===== src/sv/sorted_priority_queue_macros.svh =====
// Assertion helpers used by the queue RTL.
`ifndef SORTED_PRIORITY_QUEUE_MACROS_SVH
`define SORTED_PRIORITY_QUEUE_MACROS_SVH

// A condition that must hold at every clock edge outside reset.
`define SPQ_ASSERT_ALWAYS(lbl, cond, msg) \
  lbl: assert property (@(posedge clk) disable iff (rst) (cond)) else $error(msg);

// A condition in one cycle that implies another in the cycle after.
`define SPQ_ASSERT_NEXT(lbl, ante, cons, msg) \
  lbl: assert property (@(posedge clk) disable iff (rst) (ante) |=> (cons)) else $error(msg);

`endif


===== src/sv/spq_pkg.sv =====
`default_nettype none
package spq_pkg;

  localparam int CAPACITY  = 16;
  localparam int CNT_W     = $clog2(CAPACITY + 1);
  localparam int VAL_W     = 32;
  localparam int ST_W      = 2;
  localparam int OUT_CNT_W = 5;

  localparam logic CMD_INSERT = 1'b0;
  localparam logic CMD_REMOVE = 1'b1;

  localparam logic [ST_W-1:0] ST_OK    = 2'd0;
  localparam logic [ST_W-1:0] ST_FULL  = 2'd1;
  localparam logic [ST_W-1:0] ST_EMPTY = 2'd2;

  localparam logic signed [VAL_W-1:0] EMPTY_FRONT = -32'sd1;

  // Operation broadcast to every cell at once.
  typedef struct packed {
    logic                    ins;
    logic                    rem;
    logic signed [VAL_W-1:0] key;
  } cell_ctrl_t;

  // What a cell shows to its neighbors.
  typedef struct packed {
    logic                    valid;
    logic                    take;
    logic signed [VAL_W-1:0] value;
  } cell_link_t;

endpackage
`default_nettype wire


===== src/sv/spq_in_if.sv =====
`default_nettype none
interface spq_in_if;
  logic                                  valid;
  logic                                  ready;
  logic                                  command;
  logic signed [spq_pkg::VAL_W-1:0]      value;

  modport source (output valid, output command, output value, input ready);
  modport sink   (input valid, input command, input value, output ready);
endinterface
`default_nettype wire


===== src/sv/spq_out_if.sv =====
`default_nettype none
interface spq_out_if;
  logic                                  valid;
  logic                                  ready;
  logic [spq_pkg::ST_W-1:0]              status;
  logic signed [spq_pkg::VAL_W-1:0]      removed_value;
  logic signed [spq_pkg::VAL_W-1:0]      front_value;
  logic [spq_pkg::OUT_CNT_W-1:0]         entry_count;

  modport source (output valid, output status, output removed_value,
                  output front_value, output entry_count, input ready);
  modport sink   (input valid, input status, input removed_value,
                  input front_value, input entry_count, output ready);
endinterface
`default_nettype wire


===== src/sv/spq_cell.sv =====
`default_nettype none
module spq_cell (
  input  wire logic                clk,
  input  wire logic                rst,
  input  wire spq_pkg::cell_ctrl_t ctrl,
  input  wire spq_pkg::cell_link_t left,
  input  wire spq_pkg::cell_link_t right,
  output spq_pkg::cell_link_t      link
);

  logic                            valid;
  logic signed [spq_pkg::VAL_W-1:0] value;
  logic                            take;

  // Entries are sorted, so take is false up to the insertion point and true from it on.
  assign take = !valid || ($signed(value) < $signed(ctrl.key));

  assign link.valid = valid;
  assign link.take  = take;
  assign link.value = value;

  always_ff @(posedge clk) begin
    if (rst) begin
      valid <= 1'b0;
    end else if (ctrl.rem) begin
      valid <= right.valid;
    end else if (ctrl.ins && take) begin
      valid <= left.valid;
    end
  end

  always_ff @(posedge clk) begin
    if (ctrl.rem) begin
      value <= right.value;
    end else if (ctrl.ins && take) begin
      value <= left.take ? left.value : ctrl.key;
    end
  end

endmodule
`default_nettype wire


===== src/sv/sorted_priority_queue.sv =====
// Sorted priority queue, largest entry at the front.
//
// cmd carries one command per transaction: insert value, or remove the
// front entry. res returns exactly one result per command: status, the
// removed entry, the new front value (-1 when empty) and the entry count.
// Equal keys leave in arrival order.
//
// The entries live in a row of cells. Every cell compares its entry with
// the new key at once and shifts toward the back on insert or toward the
// front on remove, so each command completes in the cycle it is accepted.
// The result appears in the cycle after acceptance, from an output register,
// and a new command is taken every cycle as long as res is not stalled.
// While res is stalled with a result pending, cmd.ready is low.
//
// Reset empties the queue at once; no clearing pass is needed.
`default_nettype none
`include "sorted_priority_queue_macros.svh"
module sorted_priority_queue (
  input  wire logic clk,
  input  wire logic rst,
  spq_in_if.sink    cmd,
  spq_out_if.source res
);

  localparam int N = spq_pkg::CAPACITY;

  spq_pkg::cell_ctrl_t          ctrl;
  spq_pkg::cell_link_t          links [N];
  logic [N-1:0]                 valid_vec;
  logic [spq_pkg::CNT_W-1:0]    count;
  logic [spq_pkg::CNT_W-1:0]    count_next;
  logic                         accept;
  logic                         full;
  logic                         empty;

  logic                              res_valid;
  logic [spq_pkg::ST_W-1:0]          res_status;
  logic signed [spq_pkg::VAL_W-1:0]  res_removed;
  logic signed [spq_pkg::VAL_W-1:0]  res_front;
  logic [spq_pkg::OUT_CNT_W-1:0]     res_count;

  logic [spq_pkg::ST_W-1:0]          status_next;
  logic signed [spq_pkg::VAL_W-1:0]  removed_next;
  logic signed [spq_pkg::VAL_W-1:0]  front_next;

  assign cmd.ready = !res_valid || res.ready;
  assign accept    = cmd.valid && cmd.ready;
  assign full      = (count == spq_pkg::CNT_W'(N));
  assign empty     = (count == '0);

  assign ctrl.ins = accept && (cmd.command == spq_pkg::CMD_INSERT) && !full;
  assign ctrl.rem = accept && (cmd.command == spq_pkg::CMD_REMOVE) && !empty;
  assign ctrl.key = cmd.value;

  genvar g;
  generate
    for (g = 0; g < N; g++) begin : g_cell
      spq_pkg::cell_link_t left_l;
      spq_pkg::cell_link_t right_l;
      if (g == 0) begin : g_head
        assign left_l = '{valid: 1'b1, take: 1'b0, value: '0};
      end else begin : g_mid
        assign left_l = links[g-1];
      end
      if (g == N - 1) begin : g_tail
        assign right_l = '{valid: 1'b0, take: 1'b1, value: '0};
      end else begin : g_body
        assign right_l = links[g+1];
      end
      spq_cell u_cell (
        .clk   (clk),
        .rst   (rst),
        .ctrl  (ctrl),
        .left  (left_l),
        .right (right_l),
        .link  (links[g])
      );
      assign valid_vec[g] = links[g].valid;
    end
  endgenerate

  always_comb begin
    count_next   = count;
    status_next  = spq_pkg::ST_OK;
    removed_next = '0;
    if (ctrl.ins) begin
      count_next = count + 1'b1;
    end else if (ctrl.rem) begin
      count_next   = count - 1'b1;
      removed_next = links[0].value;
    end else if (cmd.command == spq_pkg::CMD_INSERT) begin
      status_next = spq_pkg::ST_FULL;
    end else begin
      status_next = spq_pkg::ST_EMPTY;
    end

    if (count_next == '0) begin
      front_next = spq_pkg::EMPTY_FRONT;
    end else if (ctrl.ins) begin
      front_next = links[0].take ? cmd.value : links[0].value;
    end else if (ctrl.rem) begin
      front_next = links[1].value;
    end else begin
      front_next = links[0].value;
    end
  end

  always_ff @(posedge clk) begin
    if (rst) begin
      count     <= '0;
      res_valid <= 1'b0;
    end else begin
      if (accept) begin
        count     <= count_next;
        res_valid <= 1'b1;
      end else if (res.ready) begin
        res_valid <= 1'b0;
      end
    end
  end

  always_ff @(posedge clk) begin
    if (accept) begin
      res_status  <= status_next;
      res_removed <= removed_next;
      res_front   <= front_next;
      res_count   <= spq_pkg::OUT_CNT_W'(32'(count_next));
    end
  end

  assign res.valid         = res_valid;
  assign res.status        = res_status;
  assign res.removed_value = res_removed;
  assign res.front_value   = res_front;
  assign res.entry_count   = res_count;

  `SPQ_ASSERT_ALWAYS(a_count_bound, count <= spq_pkg::CNT_W'(N), "entry count above capacity")
  `SPQ_ASSERT_ALWAYS(a_valid_count, $countones(valid_vec) == 32'(count), "cell valid bits disagree with count")
  `SPQ_ASSERT_NEXT(a_full_drop, accept && (cmd.command == spq_pkg::CMD_INSERT) && full, res_valid && (res_status == spq_pkg::ST_FULL) && (count == $past(count)), "insert on full queue not dropped")
  `SPQ_ASSERT_NEXT(a_empty_front, accept && (count_next == '0), res_front == spq_pkg::EMPTY_FRONT, "empty queue front is not -1")

endmodule
`default_nettype wire

===== src/flat_wrapper.sv =====
// flat-port wrapper written by rule: the top's interface ports become plain ports
module sorted_priority_queue_flat 
  (clk, rst, cmd_valid, cmd_command, cmd_value, cmd_ready, res_valid, res_status, res_removed_value, res_front_value, res_entry_count, res_ready);
  spq_in_if cmd_i ();
  spq_out_if res_i ();
  input  wire logic clk;
  input  wire logic rst;
  input wire logic [$bits(cmd_i.valid)-1:0] cmd_valid;
  input wire logic [$bits(cmd_i.command)-1:0] cmd_command;
  input wire logic [$bits(cmd_i.value)-1:0] cmd_value;
  output wire logic [$bits(cmd_i.ready)-1:0] cmd_ready;
  output wire logic [$bits(res_i.valid)-1:0] res_valid;
  output wire logic [$bits(res_i.status)-1:0] res_status;
  output wire logic [$bits(res_i.removed_value)-1:0] res_removed_value;
  output wire logic [$bits(res_i.front_value)-1:0] res_front_value;
  output wire logic [$bits(res_i.entry_count)-1:0] res_entry_count;
  input wire logic [$bits(res_i.ready)-1:0] res_ready;
  assign cmd_i.valid = cmd_valid;
  assign cmd_i.command = cmd_command;
  assign cmd_i.value = cmd_value;
  assign cmd_ready = cmd_i.ready;
  assign res_valid = res_i.valid;
  assign res_status = res_i.status;
  assign res_removed_value = res_i.removed_value;
  assign res_front_value = res_i.front_value;
  assign res_entry_count = res_i.entry_count;
  assign res_i.ready = res_ready;
  sorted_priority_queue u_core (.clk(clk), .rst(rst), .cmd(cmd_i), .res(res_i));
endmodule

===== config.mk =====
export PLATFORM = sky130hd
export DESIGN_NAME = sorted_priority_queue_flat
export DESIGN_NICKNAME = d
export VERILOG_FILES = /design/src/sv/spq_pkg.sv /design/src/sv/spq_in_if.sv /design/src/sv/spq_out_if.sv /design/src/sv/spq_cell.sv /design/src/sv/sorted_priority_queue.sv /design/src/flat_wrapper.sv
export VERILOG_INCLUDE_DIRS = /design/src /design/src/sv
export SDC_FILE = /design/constraint.sdc
export NUM_CORES = 2
export LEC_CHECK = 0
export BUFFER_PORTS_ARGS = -buffer_cell sky130_fd_sc_hd__buf_2
export CAP_MARGIN = 20
export CORE_MARGIN = 3
export CORE_UTILIZATION = 46
export CTS_BUF_LIST = sky130_fd_sc_hd__clkbuf_8
export DETAILED_ROUTE_END_ITERATION = 12
export PLACE_DENSITY = 0.64
export REMOVE_ABC_BUFFERS = 1
export SLEW_MARGIN = 20
export SYNTH_ARGS = -nofsm -noshare
export SYNTH_HDL_FRONTEND = slang
export SYNTH_SLANG_ARGS = --single-unit
export TNS_END_PERCENT = 10

===== constraint.sdc =====
create_clock -name clk -period 6.9 [get_ports clk]
set_input_delay 0.345 -clock clk [delete_from_list [all_inputs] [get_ports clk]]
set_output_delay 0.345 -clock clk [all_outputs]
set_load 0.1 [all_outputs]

[Word-level counts from Yosys, hierarchy flattened]
Cells that the tools add are included.
Storage, ports and cells
  input port bits: 37
  flip-flop bits (word level): 605
Cells by class
  bitwise logic cells: 2
  reductions and logical operators: 78
  magnitude comparators: 16
  mux-type cells: 83
  equal/unequal tests: 1
  $add $sub $neg: 2
Operator list (number)
  32-bit two-way mux: 48
  32-bit less-than comparator: 16
  1-bit two-way mux: 32
  2-bit nonzero test: 16
  1-bit logical AND: 21
  1-bit zero test: 19
  1-bit logical OR: 17
  5-bit zero test: 2
  5-bit two-way mux: 2
  2-bit OR reduction: 3
  5-bit by 1-bit adder with 5-bit output (second input constant): 1
  5-bit equality test (second input constant): 1
  5-bit by 1-bit subtractor with 5-bit output (second input constant): 1
  2-bit two-way mux: 1
  1-bit inverter: 2

[Depth between registers and ports, before layout]
  word-level depth: 8
  gate-level depth with buffers: 15

[By module]
From an unflattened synthesis, not the netlist that was laid out.
Second synthesis, totals
  cells, all modules: 4510
  area total of the unflattened synthesis: 44164.9 sq um
Modules (own cells, without submodules)
  spq_cell: area each 2503.7 sq um, instances 16, cells an instance 263
  sorted_priority_queue: area each 4106.4 sq um, instances 1, cells an instance 302

[Worst setup path after synthesis]
No wires, ideal clock.
  path type: register to register
  start: reg u_core.res_valid (netlist: u_core.res.valid)
  end: reg u_core.g_cell[3].u_cell.value[0] (netlist bit), enable pin
  slack: 1674 ps
  stages on the path, launching flop included: 10
  data arrival time: 4801 ps
  data required time: 6475 ps
  path buffers: 4
  cell sequence: dfxtp_1 > nand2b_1 > nand2_1 > inv_2 > o211ai_1 > clkbuf_1 > clkbuf_1 > clkbuf_1 > clkbuf_1 > o21ai_1
Between the ends
  word-level cells in the longest chain between the ends: 7
  elaborated cells between the ends (all ways): 9
RTL lines
  start, declared: RTL line sorted_priority_queue.sv:36  | logic res_valid;
  start signal, assigned: RTL line sorted_priority_queue.sv:111  | res_valid <= 1'b0;
  start signal, assigned: RTL line sorted_priority_queue.sv:115  | res_valid <= 1'b1;
  start signal, assigned: RTL line sorted_priority_queue.sv:117  | res_valid <= 1'b0;
  1-bit zero test *: RTL line sorted_priority_queue.sv:46  | assign cmd.ready = !res_valid || res.ready;
  1-bit logical OR *: RTL line sorted_priority_queue.sv:46
  named net cmd_ready: RTL line flat_wrapper.sv:11  | output wire logic [$bits(cmd_i.ready)-1:0] cmd_ready;
  1-bit logical AND *: RTL line sorted_priority_queue.sv:47  | assign accept = cmd.valid && cmd.ready;
  named net u_core.accept: RTL line sorted_priority_queue.sv:32  | logic accept;
  1-bit logical AND (2 in a row): RTL line sorted_priority_queue.sv:51  | assign ctrl.ins = accept && (cmd.command == spq_pkg::CMD_INSERT) && !full;
  1-bit logical AND: RTL line spq_cell.sv:35  | end else if (ctrl.ins && take) begin
  2-bit nonzero test (no line) *
  end signal, assigned: RTL line spq_cell.sv:34  | value <= right.value;
  end signal, assigned: RTL line spq_cell.sv:36  | value <= left.take ? left.value : ctrl.key;
  end, declared: RTL line spq_cell.sv:12  | logic signed [spq_pkg::VAL_W-1:0] value;
The timed path passes the listed nets; every way through them passes the cells marked *.
A chain may end at the register's enable or synchronous reset.

[Worst setup path in the final report]
  start: reg u_core.g_cell[10].u_cell.value[15] (netlist bit)
  end: reg u_core.g_cell[11].u_cell.value[12] (netlist bit) (data pin)
Between the ends
  word-level cells in the longest chain between the ends: 5
RTL lines
  start, declared: RTL line spq_cell.sv:12
  start signal, assigned: RTL line spq_cell.sv:34
  start signal, assigned: RTL line spq_cell.sv:36
  32-bit less-than comparator: RTL line spq_cell.sv:16  | assign take = !valid || ($signed(value) < $signed(ctrl.key));
  1-bit logical OR: RTL line spq_cell.sv:16
  32-bit two-way mux: RTL line spq_cell.sv:36
  32-bit two-way mux: RTL line spq_cell.sv:35
  32-bit two-way mux: RTL line spq_cell.sv:33  | if (ctrl.rem) begin
  end signal, assigned: RTL line spq_cell.sv:34
  end signal, assigned: RTL line spq_cell.sv:36
  end, declared: RTL line spq_cell.sv:12
Every way passes these cells. The select of a mux whose other input is x is not followed.

==> qor.yml <==
clocking:
  ctsResizeCount: 0
  root_buffer: "clkbuf_8"
  clk_pin_slew_ns: 0.06
  holdBufCountCts: 3
  clkSinkCount: 605
  clockBufferDepth: 3
  cts_setup_buffers: 0
  numCtsBuffers: 105
  htreeDepth: 3
  clock_latency_ns: 0.73
  cts_tree: "built"
layout:
  layout_commonest_cell: "edfxtp_1"
  multi_input_area_um2: 21400
  design_area_um2: 44100
  instances_no_fill: 5232
  fillerInstances: 7738
  fin_nets: 4526
  regArea_um2: 17600
  syn2layout_area_growth_pct: 9.87
  layout-drive-gt1-share: 0.0887
  layout_common_cells: "edfxtp_1 (551), nor2_1 (505), ha_1 (498), nand2_1 (431), a21oi_1 (398)"
yosys:
  netlist_area_um2: 40100
  synthArstFlopShare: 0
  ys_types: 68
  avgSynthCellArea_um2: 10.2
  ys.flop_type: "edfxtp_1"
  synth_cells: 3939
  synth-seq-cells: 605
  synth-seq-area-share: 0.439
  synth_warnings: 0
  synth-edff-count: 551
global_routing:
  antenna_found_initial: 6
  track_usage: 0.245
  grt_max_degree: 227
  grt_pass1_vias: 30700
  grt.overflow.total: 0
  grt_pass1_wl_um: 177000
die:
  rows: 107
  die_y_um: 301
  core_um2: 85800
  die_x_um: 301
  io_pins: 110
  start_util: 0.467
  die-area_um2: 90800
place:
  place_congestion: 0.853
  pre_cts_ws_ns: 1.91
  dp_hpwl_um: 82000
  port_buffers: 109
  placed_cell_area_um2: 41900
  place_inst: 5023
routing:
  routed_via_density: 6.16
  routed_wl_um: 114000
  remaining_drc_errors: 0
  num_vias: 32200
  ant_nets: 0
  drt-initial-drc-count: 3069
  wl_per_cell_um: 21.7
  firstDrtPassIters: 6
pwr:
  leakagePower_uw: 0.0193
  ir_drop_v: 0.000196
  power_density_nw_per_um2: 298
worst_setup_path:
  slowest_delay_ns: 0.72
  setup.worst_path.class: "reg2reg"
  crit_path_cell_trace: "ha_1, nand4_1, or3_1, a211oi_1, nor3_1, a2111oi_1, nor4_1, mux2i_4, buf_4, nor2_1, a221o_1"
  critPathSlowestCell: "mux2i_4"
  crit_family: "compound AO/OA/AOI/OAI gates"
  crit_buf_inv: 1
  cp.required_ns: 7.37
  cp-end-kind: "flop"
  cp-start-kind: "flop"
  crit_arrival_ns: 4.93
  path_max_fanout: 38
sta:
  fin_crit_sh: 0.646
  relSlewSlack: 0.212
  drv_slew: 0
  finClkSkew_ns: 0.0300
  hold_viol: 0
  holdWs_ns: 0.0996
  rsz0062_at_grt: "no"
  postLayoutSetupSlackWorst_ns: 2.44
  tns_ns: 0
  finalSetupViolations: 0
  fmax_mhz: 224
  finalCriticalPeriod_ns: 4.46
  worst_pin_slew_ns: 1.18
job:
  timing.max_cap.violations: 0
min_path:
  hp-class: "in2reg"
status:
  status: "complete, no violations"
==> area by class of cell <==
cell class	count	share of cell area
clock inverters	84	0.0109
inverters	53	0.00454
flip-flops and latches	605	0.400
multi-input cells	3035	0.486
clock buffers	115	0.0359
repair buffers	191	0.0299
well taps	1144	0.0325
diodes	5	0.000284
==> synth_stat cells, types with 9 or more instances <==
library cell | instances | area [µm²]
edfxtp_1 | 551 | 16500
nor2_1 | 507 | 1900
ha_1 | 498 | 6230
nand2_1 | 432 | 1620
a21oi_1 | 399 | 2000
a221o_1 | 283 | 2830
mux2i_1 | 175 | 1750
clkbuf_1 | 152 | 571
o21ai_0 | 107 | 536
a21o_1 | 96 | 721
o21ai_1 | 87 | 435
nand4_1 | 80 | 500
buf_2 | 58 | 290
dfxtp_1 | 54 | 1080
inv_1 | 51 | 191
and3_1 | 41 | 257
and2_1 | 37 | 231
a32oi_1 | 32 | 280
a211oi_1 | 30 | 225
nand3_1 | 28 | 140
nor3_1 | 23 | 115
nand2b_1 | 17 | 106
buf_1 | 14 | 52.6
buf_6 | 13 | 146
nor2b_1 | 13 | 81.3
o21bai_1 | 13 | 97.6
a31oi_1 | 12 | 75.1
and4_1 | 11 | 96.3
o211ai_1 | 10 | 75.1
a2111oi_0 | 9 | 78.8
buf_4 | 9 | 67.6
==> worst reg2reg max path: cells and delay by family, from the launching register on <==
kind | cells | cell delay [ns]
and+or+nand+nor | 5 | 0.93
DFF | 1 | 0.43
AOI/OAI and AO/OA | 3 | 1.27
adders and majority gates | 1 | 0.35
muxes | 1 | 0.72
buffers and inverters | 1 | 0.49
==> cells by family (layout without fill, tap and decap cells) <==
| group | count (synthesis) | count (layout) | synth area share |
|---|---|---|---|
| flip-flops | 605 | 605 | 0.439 |
| other | 0 | 5 | 0 |
| adder cells (fa/ha/maj) | 498 | 498 | 0.155 |
| buffers and inverters | 299 | 443 | 0.0331 |
| AO/OA/AOI/OAI | 1141 | 1141 | 0.197 |
| XOR/XNOR | 6 | 6 | 0.00131 |
| multiplexers | 176 | 176 | 0.0439 |
| AND/OR/NAND/NOR | 1214 | 1214 | 0.130 |
==> stage by stage <==
stage               power [µW]  utilization
global placement          9670        0.487
global route             13900        0.514
detailed placement        9800        0.488
CTS                      13100        0.513
floorplan                 8960            -
finish                   13100        0.514
==> power by group <==
group	switching (µW)	internal (µW)	total, µW	leakage, µW
clock network	1600	1720	3320	0.00119
logic	2680	1590	4270	0.0125
registers	560	4970	5520	0.00565
total	4840	8280	13100	0.0193
==> registers in the layout, indices dropped and copies added (netlist names) <==
| register | flops |
|---|---|
| u_core.count | 5 |
| u_core.res.status | 2 |
| u_core.res.removed_value | 32 |
| u_core.res.front_value | 32 |
| u_core.g_cell.u_cell.valid | 16 |
| u_core.res.valid | 1 |
| u_core.g_cell.u_cell.value | 512 |
| u_core.res.entry_count | 5 |
==> final timing paths <==
check	from	endpoint	slack (ns)	depth (start not counted)
worst max-delay path	u_core.g_cell[10].u_cell.value[15]	u_core.g_cell[11].u_cell.value[12]	2.44	11
worst min-delay path	rst	u_core.count[4]	0.1	3
worst max register to register	u_core.g_cell[10].u_cell.value[15]	u_core.g_cell[11].u_cell.value[12]	2.44	11
worst min register to register	u_core.g_cell[5].u_cell.valid	u_core.g_cell[5].u_cell.valid	0.52	2
==> per-layer routing <==
layer	global-route usage	vias up	wire length, µm
met5	0	-	0
met4	0.0788	0	2750
met3	0.0273	149	7450
met1	0.354	15600	52200
met2	0.384	1204	51200
li1	-	15300	-
(Power assumes the default switching activity.)
